**src/rv32x_pkg.sv**
```systemverilog
// Shared types and command codes for the rv32 subset execute step.
// No dependencies.
package rv32x_pkg;

    localparam int XLEN      = 32;
    localparam int REG_COUNT = 32;
    localparam int RIDX_W    = $clog2(REG_COUNT);
    localparam int CMD_W     = 5;
    localparam int QDEPTH    = 2;
    localparam int QPTR_W    = $clog2(QDEPTH);

    localparam logic [CMD_W-1:0] CMD_LI   = 5'd0;
    localparam logic [CMD_W-1:0] CMD_LW   = 5'd1;
    localparam logic [CMD_W-1:0] CMD_SW   = 5'd2;
    localparam logic [CMD_W-1:0] CMD_ADD  = 5'd3;
    localparam logic [CMD_W-1:0] CMD_AND  = 5'd4;
    localparam logic [CMD_W-1:0] CMD_DIV  = 5'd5;
    localparam logic [CMD_W-1:0] CMD_MUL  = 5'd6;
    localparam logic [CMD_W-1:0] CMD_REM  = 5'd7;
    localparam logic [CMD_W-1:0] CMD_OR   = 5'd8;
    localparam logic [CMD_W-1:0] CMD_SLL  = 5'd9;
    localparam logic [CMD_W-1:0] CMD_SRL  = 5'd10;
    localparam logic [CMD_W-1:0] CMD_SUB  = 5'd11;
    localparam logic [CMD_W-1:0] CMD_XOR  = 5'd12;
    localparam logic [CMD_W-1:0] CMD_ADDI = 5'd13;
    localparam logic [CMD_W-1:0] CMD_ANDI = 5'd14;
    localparam logic [CMD_W-1:0] CMD_ORI  = 5'd15;
    localparam logic [CMD_W-1:0] CMD_SLLI = 5'd16;
    localparam logic [CMD_W-1:0] CMD_SRLI = 5'd17;
    localparam logic [CMD_W-1:0] CMD_XORI = 5'd18;
    localparam logic [CMD_W-1:0] CMD_BEQ  = 5'd19;
    localparam logic [CMD_W-1:0] CMD_BNE  = 5'd20;

    // classified word passed from front to back
    typedef struct packed {
        logic [CMD_W-1:0]  cmd;
        logic [RIDX_W-1:0] rd;
        logic [RIDX_W-1:0] ra;
        logic [RIDX_W-1:0] rb;
        logic [XLEN-1:0]   imm;
        logic              use_imm;
        logic              is_div;
    } op_t;

endpackage

```
**src/rv32x_div.sv**
```systemverilog
// Radix-2 restoring unsigned divider, one quotient bit per cycle.
// Depends on rv32x_pkg.
module rv32x_div (
    input  logic                       clk,
    input  logic                       rst_n,
    input  logic                       start,
    input  logic [rv32x_pkg::XLEN-1:0] dividend,
    input  logic [rv32x_pkg::XLEN-1:0] divisor,
    output logic                       done,
    output logic [rv32x_pkg::XLEN-1:0] quotient,
    output logic [rv32x_pkg::XLEN-1:0] remainder
);
    import rv32x_pkg::*;

    localparam int CNT_W = $clog2(XLEN+1);

    logic [XLEN-1:0]  quo_reg;
    logic [XLEN-1:0]  rem_reg;
    logic [XLEN-1:0]  dsr_reg;
    logic [CNT_W-1:0] cnt_reg;
    logic             busy_reg;
    logic [XLEN:0]    trial;
    logic [XLEN:0]    shifted;

    assign shifted   = {rem_reg, quo_reg[XLEN-1]};
    assign trial     = shifted - {1'b0, dsr_reg};
    assign done      = busy_reg && (cnt_reg == '0);
    assign quotient  = quo_reg;
    assign remainder = rem_reg;

    always_ff @(posedge clk)
    begin
        if (start)
        begin
            quo_reg <= dividend;
            rem_reg <= '0;
            dsr_reg <= divisor;
        end
        else if (busy_reg && cnt_reg != '0)
        begin
            if (!trial[XLEN])
            begin
                rem_reg <= trial[XLEN-1:0];
                quo_reg <= {quo_reg[XLEN-2:0], 1'b1};
            end
            else
            begin
                rem_reg <= shifted[XLEN-1:0];
                quo_reg <= {quo_reg[XLEN-2:0], 1'b0};
            end
        end
    end

    // hold done and the result until the next start
    always_ff @(posedge clk or negedge rst_n)
    begin
        if (!rst_n)
        begin
            busy_reg <= 1'b0;
            cnt_reg  <= '0;
        end
        else if (start)
        begin
            busy_reg <= 1'b1;
            cnt_reg  <= CNT_W'(XLEN);
        end
        else if (busy_reg && cnt_reg != '0)
        begin
            cnt_reg <= cnt_reg - 1'b1;
        end
    end

endmodule

```
**src/rv32x_back.sv**
```systemverilog
// Back end: register file, pc, ALU, multiplier stage and result register.
// Depends on rv32x_pkg and rv32x_div.
module rv32x_back (
    input  logic                    clk,
    input  logic                    rst_n,
    input  logic                    q_valid,
    input  rv32x_pkg::op_t          q_op,
    output logic                    q_take,
    output logic                    valid,
    input  logic                    stall,
    output logic [31:0]             fetch_address,
    output logic                    data_access,
    output logic [31:0]             data_address,
    output logic                    write_enable,
    output logic [4:0]              write_index,
    output logic [31:0]             write_value,
    output logic [31:0]             next_pc,
    output logic                    branch_taken
);
    import rv32x_pkg::*;

    localparam logic [1:0] ST_IDLE = 2'd0;
    localparam logic [1:0] ST_MUL  = 2'd1;
    localparam logic [1:0] ST_DIV  = 2'd2;

    logic [XLEN-1:0] rf_reg [REG_COUNT];
    logic [XLEN-1:0] pc_reg;
    logic [1:0]      state_reg;
    logic            out_valid_reg;
    logic [XLEN-1:0] mul_reg;
    logic [XLEN-1:0] a;
    logic [XLEN-1:0] b;
    logic [XLEN-1:0] opb;
    logic            out_free;
    logic            fire;
    logic            div_start;
    logic            div_done;
    logic [XLEN-1:0] div_q;
    logic [XLEN-1:0] div_r;
    logic [XLEN-1:0] val;
    logic            wr;
    logic            dacc;
    logic            taken;
    logic            finish;

    assign a   = (q_op.ra == '0) ? '0 : rf_reg[q_op.ra];
    assign b   = (q_op.rb == '0) ? '0 : rf_reg[q_op.rb];
    assign opb = q_op.use_imm ? q_op.imm : b;
    assign out_free = !out_valid_reg || !stall;

    rv32x_div u_div (
        .clk       (clk),
        .rst_n     (rst_n),
        .start     (div_start),
        .dividend  (a),
        .divisor   (b),
        .done      (div_done),
        .quotient  (div_q),
        .remainder (div_r)
    );

    assign div_start = (state_reg == ST_IDLE) && q_valid && q_op.is_div;

    always_comb
    begin
        val   = '0;
        wr    = 1'b1;
        dacc  = 1'b0;
        taken = 1'b0;
        unique case (q_op.cmd)
            CMD_LI:             val = q_op.imm;
            CMD_LW, CMD_SW:
            begin
                dacc = 1'b1;
                wr   = 1'b0;
            end
            CMD_ADD, CMD_ADDI:  val = a + opb;
            CMD_AND, CMD_ANDI:  val = a & opb;
            CMD_OR, CMD_ORI:    val = a | opb;
            CMD_XOR, CMD_XORI:  val = a ^ opb;
            CMD_SLL, CMD_SLLI:  val = a << opb[4:0];
            CMD_SRL, CMD_SRLI:  val = a >> opb[4:0];
            CMD_SUB:            val = a - b;
            CMD_MUL:            val = mul_reg;
            CMD_DIV:            val = (b == '0) ? '1 : div_q;
            CMD_REM:            val = (b == '0) ? a : div_r;
            CMD_BEQ:
            begin
                wr    = 1'b0;
                taken = (a == b);
            end
            CMD_BNE:
            begin
                wr    = 1'b0;
                taken = (a != b);
            end
            default:            wr = 1'b0;
        endcase
        if (q_op.rd == '0)
        begin
            wr = 1'b0;
        end
    end

    // retire when the operand-dependent result is ready
    always_comb
    begin
        finish = 1'b0;
        unique case (state_reg)
            ST_IDLE: finish = q_valid && !q_op.is_div && (q_op.cmd != CMD_MUL);
            ST_MUL:  finish = 1'b1;
            ST_DIV:  finish = div_done;
            default: finish = 1'b0;
        endcase
    end

    assign fire   = finish && out_free;
    assign q_take = fire;
    assign valid  = out_valid_reg;

    always_ff @(posedge clk)
    begin
        mul_reg <= XLEN'(a * b);
        if (fire)
        begin
            fetch_address <= pc_reg;
            data_access   <= dacc;
            data_address  <= dacc ? a + q_op.imm : '0;
            write_enable  <= wr;
            write_index   <= wr ? q_op.rd : '0;
            write_value   <= wr ? val : '0;
            next_pc       <= taken ? pc_reg + q_op.imm : pc_reg + XLEN'(4);
            branch_taken  <= taken;
        end
    end

    always_ff @(posedge clk or negedge rst_n)
    begin
        if (!rst_n)
        begin
            pc_reg        <= '0;
            state_reg     <= ST_IDLE;
            out_valid_reg <= 1'b0;
            for (int i = 0; i < REG_COUNT; i++)
            begin
                rf_reg[i] <= '0;
            end
        end
        else
        begin
            if (fire)
            begin
                out_valid_reg <= 1'b1;
                state_reg     <= ST_IDLE;
                pc_reg        <= taken ? pc_reg + q_op.imm : pc_reg + XLEN'(4);
                if (wr)
                begin
                    rf_reg[q_op.rd] <= val;
                end
            end
            else
            begin
                if (!stall)
                begin
                    out_valid_reg <= 1'b0;
                end
                if (state_reg == ST_IDLE && q_valid)
                begin
                    if (q_op.is_div)
                    begin
                        state_reg <= ST_DIV;
                    end
                    else if (q_op.cmd == CMD_MUL)
                    begin
                        state_reg <= ST_MUL;
                    end
                end
            end
        end
    end

endmodule

```
**config.mk**
```make
export PLATFORM = sky130hd
export DESIGN_NAME = rv32x_back
export DESIGN_NICKNAME = d
export VERILOG_FILES = /design/src/rv32x_pkg.sv /design/src/rv32x_div.sv /design/src/rv32x_back.sv
export SDC_FILE = /design/constraint.sdc
export NUM_CORES = 2
export LEC_CHECK = 0
export BUFFER_PORTS_ARGS = -buffer_cell sky130_fd_sc_hd__buf_2
export CAP_MARGIN = 20
export CORE_ASPECT_RATIO = 1.1
export CORE_MARGIN = 2
export CORE_UTILIZATION = 50
export CTS_CLUSTER_SIZE = 40
export DETAILED_ROUTE_END_ITERATION = 7
export PLACE_DENSITY = 0.66
export SKIP_CTS_REPAIR_TIMING = 1
export SLEW_MARGIN = 10
export SYNTH_ARGS = -nofsm -noshare
export SYNTH_HDL_FRONTEND = slang
export SYNTH_HIERARCHICAL = 1
export SYNTH_SLANG_ARGS = --single-unit
```
**constraint.sdc**
```tcl
create_clock -name clk -period 9.35 [get_ports clk]
set_input_delay 0.4675 -clock clk [delete_from_list [all_inputs] [get_ports clk]]
set_output_delay 0.4675 -clock clk [all_outputs]
set_load 0.1 [all_outputs]
```
==> flow_summary_export.csv <==
group,metric,value,unit
place,port_buffers,195,
place,dp_hpwl,277000,um
drt,drc,0,
grt,use_met2,60.8,%
clock_network,clockBufferDepth,3,
final_layout,synthToLayoutAreaGrowth,11.9,%
synthesis,avgSynthCellArea,9.85,um^2
grt,grt_pass1_vias,78912,
grt,grt_use_total,40.4,%
drt,routedWlPerCell,31.6,um
worst_setup_path,slowest_delay,0.55,ns
synthesis,synth.distinct_cells,105,
place,gp_congestion,1.09,
worst_setup_path,start_kind,"flip-flop",
drt,vias,79650,
sta,rsz0062_at_grt,"no",
power_and_ir_drop,p_leak,0.0469,uW
floorplanning,num_rows,166,
outcome,violations,"hold timing",
grt,grt_antenna_before_repair,14,
grt,grt_overflow,0,
synthesis,synth_warnings,6,
sta,max_freq,0.112,GHz
sta,worst_slew_pin_slew,1.23,ns
floorplanning,core-area,0.187,mm^2
floorplanning,start_util,50.4,%
drt,first_pass_iters,7,
grt,grt_pass1_wl,558000,um
grt,use_met1,50.2,%
job,maxCapViolations,0,
grt,grt_start_max_net_pins,185,
final_layout,final_common_cell,"nor2_1",
synthesis,syn_area,0.0940,mm^2
drt,ant_nets,0,
final_layout,n_fill_cell,15996,
sta,hold_slack,-0.0129,ns
worst_setup_path,slowest_stage,"fa_1",
worst_setup_path,crit_type,"reg -> reg",
final_layout,multi_input_area,0.0549,mm^2
clock_network,cts_tree,"yes",
worst_setup_path,cp.arrival,9.71,ns
sta,fin_crit_sh,95.8,%
sta,slew_headroom,17.7,%
floorplanning,die_x,417,um
worst_hold_path,hp-class,"in -> reg",
outcome,status,"complete, but fails checks",
sta,slew_violations,0,
sta,skew,0.0464,ns
synthesis,yosysSeqAreaShare,36.1,%
clock_network,root_buffer,"clkbuf_16",
power_and_ir_drop,power_density,299,mW/mm^2
grt,grtUsageMet3,9.71,%
drt,drt_wl_total,387000,um
drt,vias_per_cell,6.52,
worst_setup_path,critPathRequiredTime,10.10,ns
clock_network,cts_sinks,1330,
final_layout,drive_above_1_share,18.2,%
synthesis,mappedNetlistNets,10341,
power_and_ir_drop,ir_drop,0.321,mV
final_layout,nNetsFinal,10457,
floorplanning,die_h,459,um
final_layout,regArea,0.0340,mm^2
grt,busiest_layer,"met2",
floorplanning,dieArea,0.192,mm^2
sta,min_period,8.96,ns
clock_network,numCtsBuffers,149,
synthesis,synth-edff-count,200,
synthesis,synthCells,9542,
sta,finalHoldViolCount,1,
synthesis,async_flop_share,80.2,%
worst_setup_path,end_kind,"flip-flop",
floorplanning,ios,196,
final_layout,layout_common_cells,"1,276 x nor2_1, 1,066 x dfrtp_1, 975 x nand2_1",
worst_setup_path,crit_path_max_fanout,5,
drt,drt-initial-drc-count,9583,
clock_network,clock_latency,0.86,ns
synthesis,ys.flop_type,"dfrtp_1",
synthesis,ys_seq_elements,1330,
final_layout,largest_register_ffs,1024,
clock_network,path_clk_slew,0.06,ns
power_and_ir_drop,power,31400,uW
sta,setup_viol,0,
clock_network,h-tree-depth,4,
power by group:
part	internal (uW)	switching, uW
registers	7770	1560
logic	5920	10000
clock network	3500	2640
total	17200	14200
cell type report:
type	instances	area share, %
diodes	10	0.0238
repair buffers	722	5.52
inverters	657	2.35
flip-flops and latches	1330	32.3
well taps	2436	2.90
clock buffers	201	4.01
multi-input cells	6798	52.2
clock inverters	69	0.764
critical path: cells and delay by family, from the launching register on:
kind | cells | cell delay [ns]
adder cells (fa/ha/maj) | 9 | 3.84
flip-flops | 1 | 0.41
buffers and inverters | 9 | 0.87
AO/OA/AOI/OAI | 11 | 2.38
AND/OR/NAND/NOR | 2 | 0.27
XOR/XNOR | 1 | 0.13
multiplexers | 2 | 0.98
synthesized netlist by cell type, drive strengths merged (64+ instances only):
master  instances  area (um^2)
a21o           85          638
edfxtp        200         6010
o21ai         658         3300
xnor2         165         1450
buf           235         1400
mux4          491        11100
nand3          92          465
inv           636         2390
a21oi         884         4550
fa            413         8270
nand2         988         3710
xor2           73          639
a211oi         92          738
dfrtp        1066        26700
dfxtp          64         1280
mux2          152         1730
clkbuf        522         1960
mux2i         244         2440
nor2         1299         4880
ha            328         4100
stage by stage:
step                instance area [um^2]  setup TNS (ns)  setup slack (ns)  util [%]  std cells
floorplan                          94000               0            0.0171         -       9542
finish                            105000               0             0.391      56.4      12223
CTS                               105000               0             0.486      56.4      12210
global placement                  100000         -0.0280           -0.0223      53.7      11939
detailed placement                100000               0            0.0252      53.7      11940
global route                      105000               0            0.0323      56.4      12215
routing by layer:
metal | share of wire [%] | up-vias
met5 | 0.024 | -
li1 | - | 33585
met1 | 37 | 40015
met3 | 9.9 | 1388
met2 | 44 | 4648
met4 | 9.5 | 14
cells by family after synthesis:
kind of cell    synth area share (%)
compound gates                  14.2
xor+xnor                        2.22
fa+ha+maj                       13.2
buf+inv                         6.20
flops                           36.1
mux                             16.2
simple gates                    11.9
worst paths after layout:
path	start	endpoint	slack (ns)	cells past startpoint
max in group asynchronous	rst_n	rf_reg[229]	6.67	4
min in group asynchronous	rst_n	rf_reg[88]	0.26	2
min reg2reg	rf_reg[1017]	rf_reg[1017]	0.40	0
min	q_op[0]	state_reg[0]	-0.01	4
max	rf_reg[392]	mul_reg[30]	0.39	34
max reg2reg	rf_reg[392]	mul_reg[30]	0.39	34
(Power assumes the default switching activity.)
