### config.mk
export PLATFORM = sky130hd
export DESIGN_NAME = rv32x_front
export DESIGN_NICKNAME = d
export VERILOG_FILES = /design/src/rv32x_pkg.sv /design/src/rv32x_front.sv
export SDC_FILE = /design/constraint.sdc
export NUM_CORES = 1
export LEC_CHECK = 0
export CAP_MARGIN = 5
export CORE_MARGIN = 10
export CORE_UTILIZATION = 55
export DETAILED_ROUTE_END_ITERATION = 16
export DONT_BUFFER_PORTS = 1
export PLACE_DENSITY = 0.82
export SETUP_SLACK_MARGIN = 0.02
export SKIP_CTS_REPAIR_TIMING = 1
export SLEW_MARGIN = 20
export SYNTH_ARGS = -nofsm -noshare
export SYNTH_HDL_FRONTEND = slang
export SYNTH_SLANG_ARGS = --single-unit
### constraint.sdc
create_clock -name clk -period 3.8 [get_ports clk]
set_input_delay 0.76 -clock clk [delete_from_list [all_inputs] [get_ports clk]]
set_output_delay 0.76 -clock clk [all_outputs]
set_load 0.02 [all_outputs]
### src/rv32x_pkg.sv
// Shared types and command codes for the rv32 subset execute step.
// No dependencies.
package rv32x_pkg;

    localparam int XLEN      = 32;
    localparam int REG_COUNT = 32;
    localparam int RIDX_W    = $clog2(REG_COUNT);
    localparam int CMD_W     = 5;
    localparam int QDEPTH    = 2;
    localparam int QPTR_W    = $clog2(QDEPTH);

    localparam logic [CMD_W-1:0] CMD_LI   = 5'd0;
    localparam logic [CMD_W-1:0] CMD_LW   = 5'd1;
    localparam logic [CMD_W-1:0] CMD_SW   = 5'd2;
    localparam logic [CMD_W-1:0] CMD_ADD  = 5'd3;
    localparam logic [CMD_W-1:0] CMD_AND  = 5'd4;
    localparam logic [CMD_W-1:0] CMD_DIV  = 5'd5;
    localparam logic [CMD_W-1:0] CMD_MUL  = 5'd6;
    localparam logic [CMD_W-1:0] CMD_REM  = 5'd7;
    localparam logic [CMD_W-1:0] CMD_OR   = 5'd8;
    localparam logic [CMD_W-1:0] CMD_SLL  = 5'd9;
    localparam logic [CMD_W-1:0] CMD_SRL  = 5'd10;
    localparam logic [CMD_W-1:0] CMD_SUB  = 5'd11;
    localparam logic [CMD_W-1:0] CMD_XOR  = 5'd12;
    localparam logic [CMD_W-1:0] CMD_ADDI = 5'd13;
    localparam logic [CMD_W-1:0] CMD_ANDI = 5'd14;
    localparam logic [CMD_W-1:0] CMD_ORI  = 5'd15;
    localparam logic [CMD_W-1:0] CMD_SLLI = 5'd16;
    localparam logic [CMD_W-1:0] CMD_SRLI = 5'd17;
    localparam logic [CMD_W-1:0] CMD_XORI = 5'd18;
    localparam logic [CMD_W-1:0] CMD_BEQ  = 5'd19;
    localparam logic [CMD_W-1:0] CMD_BNE  = 5'd20;

    // classified word passed from front to back
    typedef struct packed {
        logic [CMD_W-1:0]  cmd;
        logic [RIDX_W-1:0] rd;
        logic [RIDX_W-1:0] ra;
        logic [RIDX_W-1:0] rb;
        logic [XLEN-1:0]   imm;
        logic              use_imm;
        logic              is_div;
    } op_t;

endpackage

### src/rv32x_front.sv
// Front end: accepts decoded words, classifies them and queues them.
// Depends on rv32x_pkg.
module rv32x_front (
    input  logic                   clk,
    input  logic                   rst_n,
    input  logic                   valid,
    output logic                   stall,
    input  logic [4:0]             command,
    input  logic [4:0]             dest_reg,
    input  logic [4:0]             src_reg_a,
    input  logic [4:0]             src_reg_b,
    input  logic signed [31:0]     immediate,
    output logic                   q_valid,
    output rv32x_pkg::op_t         q_op,
    input  logic                   q_take
);
    import rv32x_pkg::*;

    op_t               mem [QDEPTH];
    logic [QPTR_W-1:0] wr_ptr_reg;
    logic [QPTR_W-1:0] rd_ptr_reg;
    logic [QPTR_W:0]   count_reg;
    op_t               op_in;
    logic              push;
    logic              pop;

    always_comb
    begin
        op_in.cmd     = command;
        op_in.rd      = dest_reg;
        op_in.ra      = src_reg_a;
        op_in.rb      = src_reg_b;
        op_in.imm     = immediate;
        op_in.use_imm = (command >= CMD_ADDI) && (command <= CMD_XORI);
        op_in.is_div  = (command == CMD_DIV) || (command == CMD_REM);
    end

    assign stall   = (count_reg == (QPTR_W+1)'(QDEPTH));
    assign push    = valid && !stall;
    assign q_valid = (count_reg != '0);
    assign pop     = q_take && q_valid;
    assign q_op    = mem[rd_ptr_reg];

    always_ff @(posedge clk)
    begin
        if (push)
        begin
            mem[wr_ptr_reg] <= op_in;
        end
    end

    always_ff @(posedge clk or negedge rst_n)
    begin
        if (!rst_n)
        begin
            wr_ptr_reg <= '0;
            rd_ptr_reg <= '0;
            count_reg  <= '0;
        end
        else
        begin
            if (push)
            begin
                wr_ptr_reg <= wr_ptr_reg + 1'b1;
            end
            if (pop)
            begin
                rd_ptr_reg <= rd_ptr_reg + 1'b1;
            end
            count_reg <= count_reg + (QPTR_W+1)'(push) - (QPTR_W+1)'(pop);
        end
    end

endmodule

==> results of run 1 <==
[through the flow]
step / total power [µW] / utilization [%] / instances
final: 3690 / 59.5 / 305
after global placement: 3120 / 57.3 / 289
after floorplan: 3050 / - / 191
after detailed placement: 3150 / 57.3 / 289
after CTS: 3750 / 59.5 / 305
after global routing: 3860 / 59.5 / 305
[worst paths after layout]
kind | slack (ps) | startpoint | end | cells after the start
setup / recovery | 1080 | rd_ptr_reg$_DFFE_PN0P_ | q_op[47] | 1
hold / removal | 90 | rst_n | count_reg[1]$_DFF_PN0_ | 0
setup reg to reg | 1760 | count_reg[1]$_DFF_PN0_ | mem[0][34]$_DFFE_PP_ | 4
hold reg to reg | 500 | count_reg[1]$_DFF_PN0_ | count_reg[1]$_DFF_PN0_ | 1
max in group asynchronous | 3640 | rst_n | rd_ptr_reg$_DFFE_PN0P_ | 0
min in group clk | 490 | immediate[7] | mem[0][9]$_DFFE_PP_ | 0
[cells by family after synthesis]
family	count (synthesis)
adder cells (fa/ha/maj)	2
buffers and inverters	8
AND/OR/NAND/NOR	8
flip-flops	112
AO/OA/AOI/OAI	3
multiplexers	54
XOR/XNOR	4
[placed cells by master (no fill, tap or decap)]
cell and instances:
dfrtp_1 3, clkbuf_8 9, xor2_1 1, clkinv_2 1
buf_4 2, or2_1 1, mux2_2 5, nor4bb_1 1
a211oi_1 1, ha_1 2, mux2_4 49, nand2_1 2
nand2b_1 1, and3_2 1, clkinv_1 2, clkinv_4 2
nor2_4 1, edfxtp_1 108, dfrtp_4 1, inv_6 1
o21ai_0 1, inv_1 2, and2_4 1, clkinvlp_4 1
xnor2_1 3, o211ai_1 1
[report_power, final]
| group | switching (µW) | internal (µW) | leakage, µW |
|---|---|---|---|
| Clock | 370 | 238 | 0.0000847 |
| Sequential | 226 | 1690 | 0.00105 |
| Combinational | 659 | 506 | 0.000498 |
| Total | 1260 | 2430 | 0.00163 |
[cell type report]
type,count,area (µm²)
timing repair buffer,2,15.0
fill,553,3130
clock buffer,9,124
tap,102,128
inverter,2,7.51
sequential,112,3350
multi-input combinational,71,930
clock inverter,7,46.3
[worst reg2reg max path, stage by stage (launching register included)]
cell	delay, ps
dfrtp_1	410
nand2b_1	110
nand2_1	140
nor2_4	460
buf_4	530
[per-layer routing]
| layer | global-route usage, % | vias up | routed length [µm] |
|---|---|---|---|
| met5 | 0 | - | 0 |
| met4 | 6.88 | 0 | 146 |
| met3 | 5.96 | 13 | 887 |
| met2 | 19.0 | 74 | 3670 |
| met1 | 11.7 | 840 | 2390 |
| li1 | - | 757 | - |
==> metrics.md, run 1 <==
| Metric | Value |
|---|---|
| Status | completed |
| TritonCTS clock tree | yes |
| Critical path peak fanout | 55 |
| Synth cell count leaders | 108 x edfxtp_1, 49 x mux2_4, 5 x buf_12, 5 x mux2_2, 4 x dfrtp_1 |
| CP delay by family, top | flip-flops |
| Register area share after synthesis | 76.3% |
| H-Tree Depth | 3 |
| Crit-path slowest cell | dfrtp_4 |
| Clock tree buffer depth | 2 |
| CP peak stage delay | 1070 ps |
| Final Skew | around 8.4 ps |
| Fmax | 368 MHz |
| Vias per Instance | 5.52 |
| Final nets | 256 |
| Post-synthesis mux area share | 18.1% |
| Die ar. | roughly 12000 µm² |
| GPL Wtd Cong | between 0.7 and 0.8 |
| Fin area | approximately 4600 µm² |
| Post-Synthesis Cells | 191 |
| Die Ht | ~110 µm |
| Worst path cell trace | mux2_2 |
| Synth Area in Compound Gates | 0.457% |
| DRT Wirelength | 7090 µm |
| First-pass GRT wire length | 10200 µm |
| Fraction of registers with async set/reset | 3.57% |
| Post-Synth Adder-Cell Area | less than 1% |
| RSZ-0062 raised after global routing | no |
| Final Cycle Share | between 70% and 80% |
| Initial Util | 56.7% |
| Ant diodes | 0 |
| Worst-skew pair later-pin latency | approximately 360 ps |
| Final ANT Viol Nets | 0 |
| Vias in the first global route | 1781 |
| Max Slew Vio Count | 0 |
| Worst setup margin | between 1000 and 1500 ps |
| Drt pass-1 iters | 4 |
| Leak Pwr | 0.00163 µW |
| VDD IR max | 0.000571 V |
| Crit. End Element | output port |
| Pwr/cell area | 803 nW/µm² |
| Final min period | ~2700 ps |
| Clock root buffer | clkbuf_8 |
| Net Count, Synth | between 200 and 250 |
| Final setup fails | 0 |
| Num CTS Buffers | 9 |
| Relative slew margins | between 30 and 40% |
| Synth cell types | 20 |
| Largest area contributor in the netlist | edfxtp_1 |
| Max reg flops | between 100 and 150 |
| Die width | 109 µm |
| Placement Cell Area | approximately 4400 µm² |
| Yosys reg bits | 112 |
| Row count | 32 |
| Initial DRC count | 62 |
| Drt drc | 0 |
| Number of enable flip-flop cells after synthesis | between 100 and 150 |
| Simple-gate share of the synthesized area | 1.11% |
| Synth area leaders | edfxtp_1 74%, mux2_4 17%, buf_12 2.3% |
| Post-Syn Area per Cell | 22.9 µm² |
| Min-delay worst type | in -> async |
| Post-DP HPWL | about 4900 µm |
| Final hold vios | 0 |
| Crit path kind | reg -> out |
| Area grow syn2layout | 4.88% |
| Remaining Overflow, GRT | 0 |
| Largest family of logic cells by synthesized area | multiplexers |
| I/O pin total | ~110 |
| Largest net degree at the start of global routing | 56 |
| Total Routing Usage GR | 11.6% |
| YS warnings | 0 |
| Xor/xnor share of the synthesized area | less than 1% |
| Layout cell share with drive strength beyond 1 | 36.5% |
| Clock Sinks | roughly 110 |
| Initial antenna violation count | 0 |
| Pre-CTS WS | 1450 ps |
| Synth top area share | about 74% |
| Post-Syn Area | between 4000 and 5000 µm² |
| Top_reg_cell synth | edfxtp_1 |
| Routed length per instance | 23.2 µm |
| Via count | between 1.5k and 2k |
| Buffers on Ports | 0 |
| Floorplan Core Area | slightly below 8000 µm² |
| Buffers & Inverters on Critical Path | 0 |
| Crit start category | flip-flop |
| Worst-Margin Slew | 1010 ps |
| Count leader, synth | edfxtp_1 |
| Crit path DAT | 1960 ps |
| Critical Path RT | 3040 ps |
| Setup TNS Final | 0 ps |
| Hold slack final | ~88 ps |
| Max Cap Viol | 0 |
| Reg clk slew, reported paths | about 100 ps |
(Power assumes the default switching activity.)
==> run 2: changes to the inputs <==
PLACE_DENSITY = 0.85   (was 0.82)
clock period = 2.45 ns   (was 3.8 ns; I/O delays follow)
==> run 2 against run 1 <==
Effect of this change: global-route usage is 0.63 points higher; combinational power is 74% higher; critical path depth is 1 higher; register-to-register slack worse by 1200 ps; clock power is 78% higher; die area stayed put; worst hold slack better by 120 ps; largest cell class unchanged.
==> metrics.md, run 2 (synthesized netlist as in run 1, its figures left out) <==
| Metric | Value |
|---|---|
| Clock root buffer | clkbuf_8 (unchanged) |
| Routed length per instance | 23.4 µm (was 23.2 µm) |
| DRT Wirelength | 7230 µm (was 7090 µm) |
| Power after layout | 5950 µW (was 3690 µW) |
| Grt peak-use layer | met2 (unchanged) |
| Fin area | 4700 µm² (was 4600 µm²) |
| GPL Wtd Cong | 0.724 (was 0.733) |
| Min-delay worst type | in -> reg (was in -> async) |
| Crit path kind | reg -> out (unchanged) |
| Vias per Instance | 5.41 (was 5.52) |
| Flop2flop setup slack | 610 ps (was 1760 ps) |
| Fmax | between 400 and 500 MHz |
| Final Skew | 10.8 ps (was 8.44 ps) |
| Final nets | 260 (was 256) |
| Capturing point of the worst reg2reg path | count_reg[1]$_DFF_PN0_ (was mem[0][34]$_DFFE_PP_) |
| Total Routing Usage GR | 12.3% (was 11.6%) |
| Critical path peak fanout | 20 (was 55) |
| Max Slew Vio Count | 0 (unchanged) |
| H-Tree Depth | 3 (unchanged) |
| Critical Path RT | 1960 ps (was 3040 ps) |
| Multi-input logic area | 930 µm² (unchanged) |
| Fill cells | 516 (was 553) |
| R2R depth | 7 (was 4) |
| Final Cycle Share | just under 90% |
| Initial DRC count | 88 (was 62) |
| Worst-Margin Slew | 525 ps (was 1010 ps) |
| Via count | 1672 (was 1684) |
| Ant diodes | 0 (unchanged) |
| Max reg flops | 108 (unchanged) |
| Drt pass-1 iters | 4 (unchanged) |
| Initial antenna violation count | 0 (unchanged) |
| Worst Hold Path Cells | 0 |
| Worst-skew pair later-pin latency | 360 ps (about the same) |
| Final setup fails | 0 (unchanged) |
| Crit path from | rd_ptr_reg$_DFFE_PN0P_ (unchanged) |
| Die width | 109 µm (unchanged) |
| Floorplan Core Area | 7730 µm² (unchanged) |
| Pwr/cell area | 1270 nW/µm² (was 803 nW/µm²) |
| Largest net degree at the start of global routing | 35 (was 56) |
| Setup TNS Final | 0 ps (unchanged) |
| Met1 usage | 11.3% (was 11.7%) |
| Clock tree buffer depth | 2 (unchanged) |
| Buffers on Ports | 0 (unchanged) |
| Beginning of the worst hold path | immediate[12] |
| Initial Util | 56.7% (unchanged) |
| Post-DP HPWL | 5240 µm (was 4930 µm) |
| Hold slack final | 213 ps (was 88.0 ps) |
| Most frequent cells in the layout | 108 x edfxtp_1, 49 x mux2_4, 9 x clkbuf_8 (unchanged) |
| TritonCTS clock tree | yes (unchanged) |
| Crit path DAT | 1700 ps (was 1960 ps) |
| Commonest non-fill, non-tap cell in the layout | edfxtp_1 (unchanged) |
| Crit. End Element | output port (unchanged) |
| Placement Cell Area | 4490 µm² (was 4430 µm²) |
| Drt drc | 0 (unchanged) |
| I/O pin total | 112 (unchanged) |
| Area grow syn2layout | 7.19% (was 4.88%) |
| First-pass GRT wire length | 10500 µm (was 10200 µm) |
| Final hold vios | 0 (unchanged) |
| GR Layer Usage met2 | 21.5% (was 19.0%) |
| Remaining Overflow, GRT | 0 (unchanged) |
| Die Ht | 109 µm (unchanged) |
| Die ar. | 11900 µm² (unchanged) |
| Final ANT Viol Nets | 0 (unchanged) |
| Worst R2R Start | count_reg[1]$_DFF_PN0_ (unchanged) |
| Max Cap Viol | 0 (unchanged) |
| Layout cell share with drive strength beyond 1 | 37.7% (was 36.5%) |
| Row count | 32 (unchanged) |
| Status | completed (unchanged) |
| Reg clk slew, reported paths | 100 ps (about the same) |
| Num CTS Buffers | 9 (unchanged) |
| Final min period | 2190 ps |
| VDD IR max | 0.000685 V (was 0.000571 V) |
| Leak Pwr | 0.00168 µW (was 0.00163 µW) |
| Register area | 3350 µm² (unchanged) |
| Final core utilization | 60.8% (was 59.5%) |
| Clock Sinks | 112 (unchanged) |
| M3 GR Usage | 7.55% (was 5.96%) |
| Vias in the first global route | 1814 (was 1781) |
| Worst hold endpoint | mem[1][14]$_DFFE_PP_ |
| RSZ-0062 raised after global routing | no (unchanged) |
| Crit start category | flip-flop (unchanged) |
| Relative slew margins | 65.0% (was 32.7%) |
==> run 2: report_power, final <==
| group | internal [µW] | switching, µW |
|---|---|---|
| Combinational | 847 | 1190 |
| Sequential | 2620 | 203 |
| Clock | 490 | 593 |
==> run 2: final cells by class <==
type	count	share of cell area, %
clock buffers	10	2.72
clock inverters	6	1.57
inverters	2	0.160
multi-input cells	71	19.8
flip-flops and latches	112	71.2
well taps	102	2.72
repair buffers	6	1.81
==> run 2: per-layer routing <==
layer  share of wire, %  routed length, µm
met5                  0                  0
met4                1.0                 73
met3                 13                948
met2                 54               3900
met1                 32               2310
==> run 2: critical path, cell delays in order (launching register included) <==
cell	delay, ps
dfrtp_4	670
buf_12	250
mux2_2	420
==> run 2: worst max-delay path by stage <==
stage,slack [ps],cells past startpoint,end
4_1_cts,220,2,q_op[35]
3_3_place_gp,640,2,q_op[48]
6_report,260,2,q_op[35]
5_1_grt,170,2,q_op[35]
2_1_floorplan,30,3,mem[0][0]$_DFFE_PP_
3_5_place_dp,610,7,count_reg[1]$_DFF_PN0_
==> run 2: stage by stage <==
stage          cells  setup WS (ps)
2_1_floorplan    191           31.8
4_1_cts          308            219
5_1_grt          309            175
3_3_place_gp     292            635
3_5_place_dp     292            614
6_report         309            262
